<file path="src/design/btda_pkg.sv">
// ----------------------------------------------------------------------------
// btda_pkg
// shared widths, constants and helpers for the binary to decimal ascii block
// ----------------------------------------------------------------------------
package btda_pkg;

  localparam int NUMBER_W       = 64;   // input field width
  localparam int CHAR_W         = 6;    // output character field width
  localparam int BCD_DIGIT_W    = 4;    // bits per decimal digit
  localparam int VALUE_BITS_DEF = 64;   // default converted width

  localparam logic [CHAR_W-1:0] ASCII_ZERO = 6'd48;

  // decimal digits of 2**w - 1, floor(w * log10(2)) + 1, good for w up to 64
  function automatic int num_digits(input int w);
    return ((w * 1233) >>> 12) + 1;
  endfunction

endpackage

</file>
<file path="src/design/btda_if.sv">
// ----------------------------------------------------------------------------
// btda_in_if / btda_out_if
// valid/ready channels for the number input and the digit output
// ----------------------------------------------------------------------------
interface btda_in_if
  import btda_pkg::*;
  ();
  logic                valid;
  logic                ready;
  logic [NUMBER_W-1:0] number;

  modport source (output valid, output number, input ready);
  modport sink   (input valid, input number, output ready);
endinterface

interface btda_out_if
  import btda_pkg::*;
  ();
  logic              valid;
  logic              ready;
  logic [CHAR_W-1:0] digit_char;
  logic              last_digit;

  modport source (output valid, output digit_char, output last_digit, input ready);
  modport sink   (input valid, input digit_char, input last_digit, output ready);
endinterface

</file>
<file path="src/design/btda_dabble.sv">
// ----------------------------------------------------------------------------
// btda_dabble
// one double dabble step: add-3 correction on every digit, then shift a bit in
// ----------------------------------------------------------------------------
module btda_dabble
  import btda_pkg::*;
#(
  parameter int NDIG = num_digits(VALUE_BITS_DEF)
) (
  input  logic [NDIG*BCD_DIGIT_W-1:0] bcd_in,
  input  logic                        bit_in,
  output logic [NDIG*BCD_DIGIT_W-1:0] bcd_out
);

  localparam int BCD_W = NDIG * BCD_DIGIT_W;

  logic [BCD_W-1:0] adj;

  always_comb begin
    for (int i = 0; i < NDIG; i++) begin
      if (bcd_in[i*BCD_DIGIT_W +: BCD_DIGIT_W] >= 4'd5) begin
        adj[i*BCD_DIGIT_W +: BCD_DIGIT_W] = bcd_in[i*BCD_DIGIT_W +: BCD_DIGIT_W] + 4'd3;
      end else begin
        adj[i*BCD_DIGIT_W +: BCD_DIGIT_W] = bcd_in[i*BCD_DIGIT_W +: BCD_DIGIT_W];
      end
    end
  end

  assign bcd_out = {adj[BCD_W-2:0], bit_in};

endmodule

</file>
<file path="src/design/binary_to_decimal_ascii.sv">
// ----------------------------------------------------------------------------
// binary_to_decimal_ascii
// converts an unsigned binary value to ascii decimal digits, msd first
// ----------------------------------------------------------------------------
//
//  channel   dir  handshake            payload
//  in_chan   in   valid / ready        number[63:0] (low VALUE_BITS used)
//  out_chan  out  valid / ready        digit_char[5:0], last_digit
//
//  one transaction in: accepted while idle, then double dabble over the VALUE_BITS
//  input bits in the shared add-3/shift unit, then leading zeros are stripped
//  and the digits are sent msd first on out_chan
//  in_chan.ready is high only while idle; one value is worked at a time
//  out_chan stalls simply hold the digit in the bcd register
//  rst_n is synchronous, active low, and returns the sequencer to idle
//
module binary_to_decimal_ascii
  import btda_pkg::*;
#(
  parameter int VALUE_BITS = VALUE_BITS_DEF
) (
  input  logic        clk,
  input  logic        rst_n,
  btda_in_if.sink     in_chan,
  btda_out_if.source  out_chan
);

  // digits needed for the widest value, and register widths that follow
  localparam int NDIG  = num_digits(VALUE_BITS);
  localparam int BCD_W = NDIG * BCD_DIGIT_W;
  localparam int BCW   = $clog2(VALUE_BITS + 1);
  localparam int DCW   = $clog2(NDIG + 1);

  // sequencer states
  localparam logic [1:0] S_IDLE = 2'd0;
  localparam logic [1:0] S_CONV = 2'd1;
  localparam logic [1:0] S_TRIM = 2'd2;
  localparam logic [1:0] S_EMIT = 2'd3;

  logic [1:0]            state_r,  state_nxt;
  logic [VALUE_BITS-1:0] val_r,    val_nxt;
  logic [BCD_W-1:0]      bcd_r,    bcd_nxt;
  logic [BCW-1:0]        bitcnt_r, bitcnt_nxt;
  logic [DCW-1:0]        dcnt_r,   dcnt_nxt;

  logic [BCD_W-1:0]       bcd_step;
  logic [BCD_DIGIT_W-1:0] top_digit;
  logic                   in_xfer;
  logic                   out_xfer;

  // shared add-3 and shift unit, one input bit per cycle
  btda_dabble #(
    .NDIG (NDIG)
  ) u_dabble (
    .bcd_in  (bcd_r),
    .bit_in  (val_r[VALUE_BITS-1]),
    .bcd_out (bcd_step)
  );

  assign top_digit = bcd_r[BCD_W-1 -: BCD_DIGIT_W];
  assign in_xfer   = in_chan.valid && in_chan.ready;
  assign out_xfer  = out_chan.valid && out_chan.ready;

  assign in_chan.ready       = (state_r == S_IDLE);
  assign out_chan.valid      = (state_r == S_EMIT);
  assign out_chan.digit_char = ASCII_ZERO | CHAR_W'(top_digit);
  assign out_chan.last_digit = (dcnt_r == DCW'(1));

  always_comb begin
    state_nxt  = state_r;
    val_nxt    = val_r;
    bcd_nxt    = bcd_r;
    bitcnt_nxt = bitcnt_r;
    dcnt_nxt   = dcnt_r;
    unique case (state_r)
      S_IDLE: begin
        if (in_xfer) begin
          // bits above VALUE_BITS are dropped here
          val_nxt    = in_chan.number[VALUE_BITS-1:0];
          bcd_nxt    = '0;
          bitcnt_nxt = BCW'(VALUE_BITS);
          state_nxt  = S_CONV;
        end
      end
      S_CONV: begin
        bcd_nxt    = bcd_step;
        val_nxt    = {val_r[VALUE_BITS-2:0], 1'b0};
        bitcnt_nxt = bitcnt_r - BCW'(1);
        if (bitcnt_r == BCW'(1)) begin
          dcnt_nxt  = DCW'(NDIG);
          state_nxt = S_TRIM;
        end
      end
      S_TRIM: begin
        // strip leading zeros, always keep the last digit
        if (top_digit == '0 && dcnt_r != DCW'(1)) begin
          bcd_nxt  = {bcd_r[BCD_W-BCD_DIGIT_W-1:0], {BCD_DIGIT_W{1'b0}}};
          dcnt_nxt = dcnt_r - DCW'(1);
        end else begin
          state_nxt = S_EMIT;
        end
      end
      S_EMIT: begin
        if (out_xfer) begin
          bcd_nxt  = {bcd_r[BCD_W-BCD_DIGIT_W-1:0], {BCD_DIGIT_W{1'b0}}};
          dcnt_nxt = dcnt_r - DCW'(1);
          if (dcnt_r == DCW'(1)) begin
            state_nxt = S_IDLE;
          end
        end
      end
      default: begin
        state_nxt = S_IDLE;
      end
    endcase
  end

  always_ff @(posedge clk) begin
    if (!rst_n) begin
      state_r  <= S_IDLE;
      bitcnt_r <= '0;
      dcnt_r   <= '0;
    end else begin
      state_r  <= state_nxt;
      bitcnt_r <= bitcnt_nxt;
      dcnt_r   <= dcnt_nxt;
    end
  end

  // datapath, no reset needed
  always_ff @(posedge clk) begin
    val_r <= val_nxt;
    bcd_r <= bcd_nxt;
  end

  // an accepted value always starts the conversion sweep
  a_start_conv: assert property (@(posedge clk) disable iff (!rst_n)
    in_xfer |=> (state_r == S_CONV && bitcnt_r == BCW'(VALUE_BITS)))
    else $error("conversion did not start after input transaction");

  // the digit flagged last returns the block to idle
  a_last_idle: assert property (@(posedge clk) disable iff (!rst_n)
    (out_xfer && out_chan.last_digit) |=> (state_r == S_IDLE))
    else $error("block not idle after last digit");

  // every digit sent is a valid bcd digit
  a_digit_range: assert property (@(posedge clk) disable iff (!rst_n)
    out_chan.valid |-> (top_digit <= 4'd9 && dcnt_r != '0))
    else $error("bad digit or empty count while sending");

  // the first digit sent is nonzero unless it is the only one
  a_no_lead_zero: assert property (@(posedge clk) disable iff (!rst_n)
    (state_r == S_EMIT && $past(state_r) == S_TRIM && dcnt_r != DCW'(1))
      |-> (top_digit != '0))
    else $error("leading zero not stripped");

endmodule
</file>
<file path="src/flat_wrapper.sv">
// flat-port wrapper written by rule: the top's interface ports become plain ports
module binary_to_decimal_ascii_flat import btda_pkg::*;
#(
  parameter int VALUE_BITS = VALUE_BITS_DEF
)
  (clk, rst_n, in_chan_valid, in_chan_number, in_chan_ready, out_chan_valid, out_chan_digit_char, out_chan_last_digit, out_chan_ready);
  btda_in_if in_chan_i ();
  btda_out_if out_chan_i ();
  input  logic clk;
  input  logic rst_n;
  input wire logic [$bits(in_chan_i.valid)-1:0] in_chan_valid;
  input wire logic [$bits(in_chan_i.number)-1:0] in_chan_number;
  output wire logic [$bits(in_chan_i.ready)-1:0] in_chan_ready;
  output wire logic [$bits(out_chan_i.valid)-1:0] out_chan_valid;
  output wire logic [$bits(out_chan_i.digit_char)-1:0] out_chan_digit_char;
  output wire logic [$bits(out_chan_i.last_digit)-1:0] out_chan_last_digit;
  input wire logic [$bits(out_chan_i.ready)-1:0] out_chan_ready;
  assign in_chan_i.valid = in_chan_valid;
  assign in_chan_i.number = in_chan_number;
  assign in_chan_ready = in_chan_i.ready;
  assign out_chan_valid = out_chan_i.valid;
  assign out_chan_digit_char = out_chan_i.digit_char;
  assign out_chan_last_digit = out_chan_i.last_digit;
  assign out_chan_i.ready = out_chan_ready;
  binary_to_decimal_ascii #(.VALUE_BITS(VALUE_BITS)) u_core (.clk(clk), .rst_n(rst_n), .in_chan(in_chan_i), .out_chan(out_chan_i));
endmodule
</file>
<file path="config.mk">
export PLATFORM = sky130hd
export DESIGN_NAME = binary_to_decimal_ascii_flat
export DESIGN_NICKNAME = d
export VERILOG_FILES = /design/src/design/btda_pkg.sv /design/src/design/btda_if.sv /design/src/design/btda_dabble.sv /design/src/design/binary_to_decimal_ascii.sv /design/src/flat_wrapper.sv
export SDC_FILE = /design/constraint.sdc
export NUM_CORES = 1
export LEC_CHECK = 0
export CORE_MARGIN = 3
export CORE_UTILIZATION = 40
export CTS_BUF_LIST = sky130_fd_sc_hd__clkbuf_4
export DETAILED_ROUTE_END_ITERATION = 10
export DONT_BUFFER_PORTS = 1
export GPL_TIMING_DRIVEN = 1
export PLACE_DENSITY = 0.64
export SYNTH_ARGS = -nofsm -noshare
export SYNTH_HDL_FRONTEND = slang
export SYNTH_HIERARCHICAL = 1
export SYNTH_SLANG_ARGS = --single-unit
</file>
<file path="constraint.sdc">
create_clock -name clk -period 3.5 [get_ports clk]
set_input_delay 0.35 -clock clk [delete_from_list [all_inputs] [get_ports clk]]
set_output_delay 0.35 -clock clk [all_outputs]
set_load 0.02 [all_outputs]
</file>
==> impl_metrics.csv <==
group,metric,value,unit
worst_setup_path,start_kind,"flip-flop",
floorplan,die_w,154,um
worst_setup_path,worst-path-max-fanout,30,
place,placed_area,9110,um^2
global_route,grt_overflow,0,
power_and_ir_drop,switching_share,0.399,
floorplan,ioPinCount,77,
routing,wl_met3,650,um
power_and_ir_drop,clock_power_share,0.133,
floorplan,die_h,154,um
sta,finalSetupViolations,0,
sta,hold_viol,0,
logic_synthesis,async_reset_ff_frac,0,
sta,min_period_over_period,0.732,
clock_tree,hold_buffers,66,
clock_tree,cts_sinks,158,
clock_tree,cts_resized,0,
logic_synthesis,yosysWarnings,6,
worst_setup_path,crit_type,"flip-flop to flip-flop",
worst_setup_path,r2r_cells,4,
cells_and_area,regArea,4600,um^2
routing,drt-initial-drc-count,351,
clock_tree,cts_setup_buffers,0,
sta,slew_headroom,0.479,
place,portBuffers,0,
place,place.gp.congestion,0.749,
cells_and_area,multi_input_area,3870,um^2
cells_and_area,design_area,10100,um^2
global_route,grt_max_degree,80,
sta,setup_tns,0,ns
sta,clock_skew,0.0315,ns
worst_setup_path,reg2reg_slack,0.94,ns
power_and_ir_drop,cellPowerDensity,853,nW/um^2
routing,drcViolationCount,0,
sta,layout_min_cycle_time,2.56,ns
routing,wl_met1,7.84,mm
worst_setup_path,cp-end-kind,"flip-flop",
clock_tree,cts_made_buffers,17,
power_and_ir_drop,irDropWorstVdd,0.293,mV
logic_synthesis,synthesis.area,8800,um^2
cells_and_area,area_growth,14.6,%
hold_path,hp-class,"input pin to flip-flop",
global_route,track_usage,0.137,
global_route,grt_pass1_vias,5548,
routing,final_antenna_net_count,0,
floorplan,num_rows,53,
worst_setup_path,timing.rr.start,"u_core/bcd_r[76]",
routing,drt-vias-per-instance,5.10,
routing,highest_layer,"met4",
sta,clock.fmax,0.390,GHz
clock_tree,root_buffer,"clkbuf_4",
place,hpwl,9.84,mm
clock_tree,clockBufferDepth,2,
power_and_ir_drop,comb_power_share,0.416,
sta,worst_slew_pin_slew,0.779,ns
clock_tree,htreeDepth,4,
power_and_ir_drop,power.internal,5170,uW
floorplan,die_area,23800,um^2
sta,rsz0062_at_grt,"false",
global_route,antenna_found_initial,1,
worst_setup_path,setup.worst_path.end,"u_core/bcd_r[18]",
status,status,"finished, final reports clean",
clock_tree,cts_tree,"yes",
cells_and_area,fillers,1907,
cells_and_area,fin_nets,917,
power_and_ir_drop,finalPower,8600,uW
power_and_ir_drop,pwr-share-seq,0.451,
logic_synthesis,yosysSeqAreaShare,0.523,
clock_tree,worstSkewPairLatency,0.56,ns
routing,dr.pass1.iters,6,
logic_synthesis,yosysUniqueCellTypes,47,
floorplan,core-area,21300,um^2
logic_synthesis,synth-seq-cells,158,
worst_setup_path,critPathArrivalTime,2.81,ns
worst_setup_path,critPathLaunch,"u_core/bcd_r[76]",
worst_setup_path,required,3.74,ns
clock_tree,clkTransAtPathRegs,0.15,ns
routing,met2WireLength,7.35,mm
routing,via_count,5564,
flow_run,max-cap-violations,0,
logic_synthesis,synth_edf_count,144,
cells_and_area,post-route-util,0.474,
power_and_ir_drop,switching_power,3440,uW
power_and_ir_drop,leakage,0.00384,uW
cells_and_area,drive_gt1_frac,0.163,
logic_synthesis,ys.flop_type,"edfxtp_1",
routing,wire_per_inst,14.7,um
routing,wl,16.1,mm
floorplan,start_util,0.413,
sta,slew_viol_final,0,
global_route,grt_pass1_wl,26.9,mm
logic_synthesis,avgSynthCellArea,11.9,um^2
logic_synthesis,post_synth_inst_count,742,
worst_setup_path,r2r_end,"u_core/bcd_r[18]",
[critical path: stages, from the launching register on]
cell and delay (ns):
edfxtp_1 0.57, or4_1 0.59, o21ai_2 0.22, and3_4 0.52, buf_4 0.34
[Yosys cell counts (2+ instances only)]
cell type	n	area (um^2)
o21ai_1	19	95.1
clkbuf_1	18	67.6
mux2_2	63	709
mux2i_1	25	250
nor4_1	2	12.5
and2_1	5	31.3
buf_4	7	52.6
a21oi_1	3	15.0
a22o_1	75	657
edfxtp_1	144	4320
o21ai_0	21	105
nor2b_1	2	12.5
and3_1	4	25.0
buf_1	6	22.5
o2111ai_1	3	26.3
a21oi_2	20	175
nand2b_1	42	263
buf_2	2	10.0
ha_1	48	601
inv_1	50	188
dfxtp_1	14	280
nand3_1	3	15.0
xnor2_1	22	193
xor2_1	3	26.3
nor2_1	32	120
nand2_1	88	330
[placed cells by master, fill, tap and decap left out, types with 14 or more instances in the layout]
cell,n
edfxtp_1,144
nand2_1,88
a22o_1,75
dlygate4sd3_1,66
mux2_2,63
inv_1,49
ha_1,47
nand2b_1,42
nor2_1,31
mux2i_1,25
xnor2_1,22
o21ai_0,21
a21oi_2,20
o21ai_1,19
clkbuf_4,17
dfxtp_1,14
[per-layer routing]
metal / up-vias / global-route usage
met5: - / 0
met4: 0 / 0.0421
met3: 17 / 0.0355
met2: 88 / 0.220
met1: 2647 / 0.183
li1: 2812 / -
[kinds of logic (layout without fill, tap and decap cells)]
logic type,count (synthesis),after routing,share of synthesized area
AND/OR/NAND/NOR,188,188,0.101
other,1,3,0.000426
AO/OA/AOI/OAI,150,150,0.133
buffers and inverters,84,155,0.0400
multiplexers,88,88,0.109
XOR/XNOR,25,25,0.0249
flip-flops,158,158,0.523
adder cells (fa/ha/maj),48,48,0.0683
[flip-flops by register name, summed over array words and instances, names as in the netlist]
name	cells
u_core/dcnt_r	5
u_core/state_r	2
u_core/val_r	64
u_core/bitcnt_r	7
u_core/bcd_r	80
[power by group through the flow]
stage | clock [uW] | sequential, uW | combinational (uW)
after detailed placement | 0 | 3930 | 3510
after CTS | 1180 | 3880 | 3610
after floorplan | 0 | 3730 | 2940
after global placement | 0 | 3920 | 3460
after global routing | 1250 | 4020 | 4060
final | 1140 | 3880 | 3580
[cell type report]
class                   instances  share of cell area
repair buffers                 73              0.0757
clock buffers                  17              0.0127
clock inverters                15              0.0181
diodes                          1            0.000248
flip-flops and latches        158               0.457
multi-input cells             501               0.384
inverters                      50              0.0186
well taps                     275              0.0341
[worst min path at each step]
stage	to	cells after the start	slack, ns	startpoint
final	u_core/bitcnt_r[0]	3	0.14	in_chan_valid
after global routing	u_core/bitcnt_r[0]	3	0.12	in_chan_valid
after CTS	u_core/bitcnt_r[0]	3	0.07	in_chan_valid
after detailed placement	u_core/dcnt_r[1]	2	0.47	u_core/dcnt_r[1]
after global placement	u_core/dcnt_r[1]	2	0.46	u_core/dcnt_r[1]
after floorplan	u_core/dcnt_r[1]	2	0.45	u_core/dcnt_r[1]
[per-stage QoR]
stage / instances / hold slack [ns] / worst slack, ns
2_1_floorplan: 743 / 0.447 / 0.525
3_3_place_gp: 991 / 0.464 / 0.969
3_5_place_dp: 991 / 0.467 / 0.950
4_1_cts: 1089 / 0.0730 / 0.921
5_1_grt: 1090 / 0.125 / 0.827
6_report: 1090 / 0.141 / 0.938
Power figures use the tool's default switching activity.
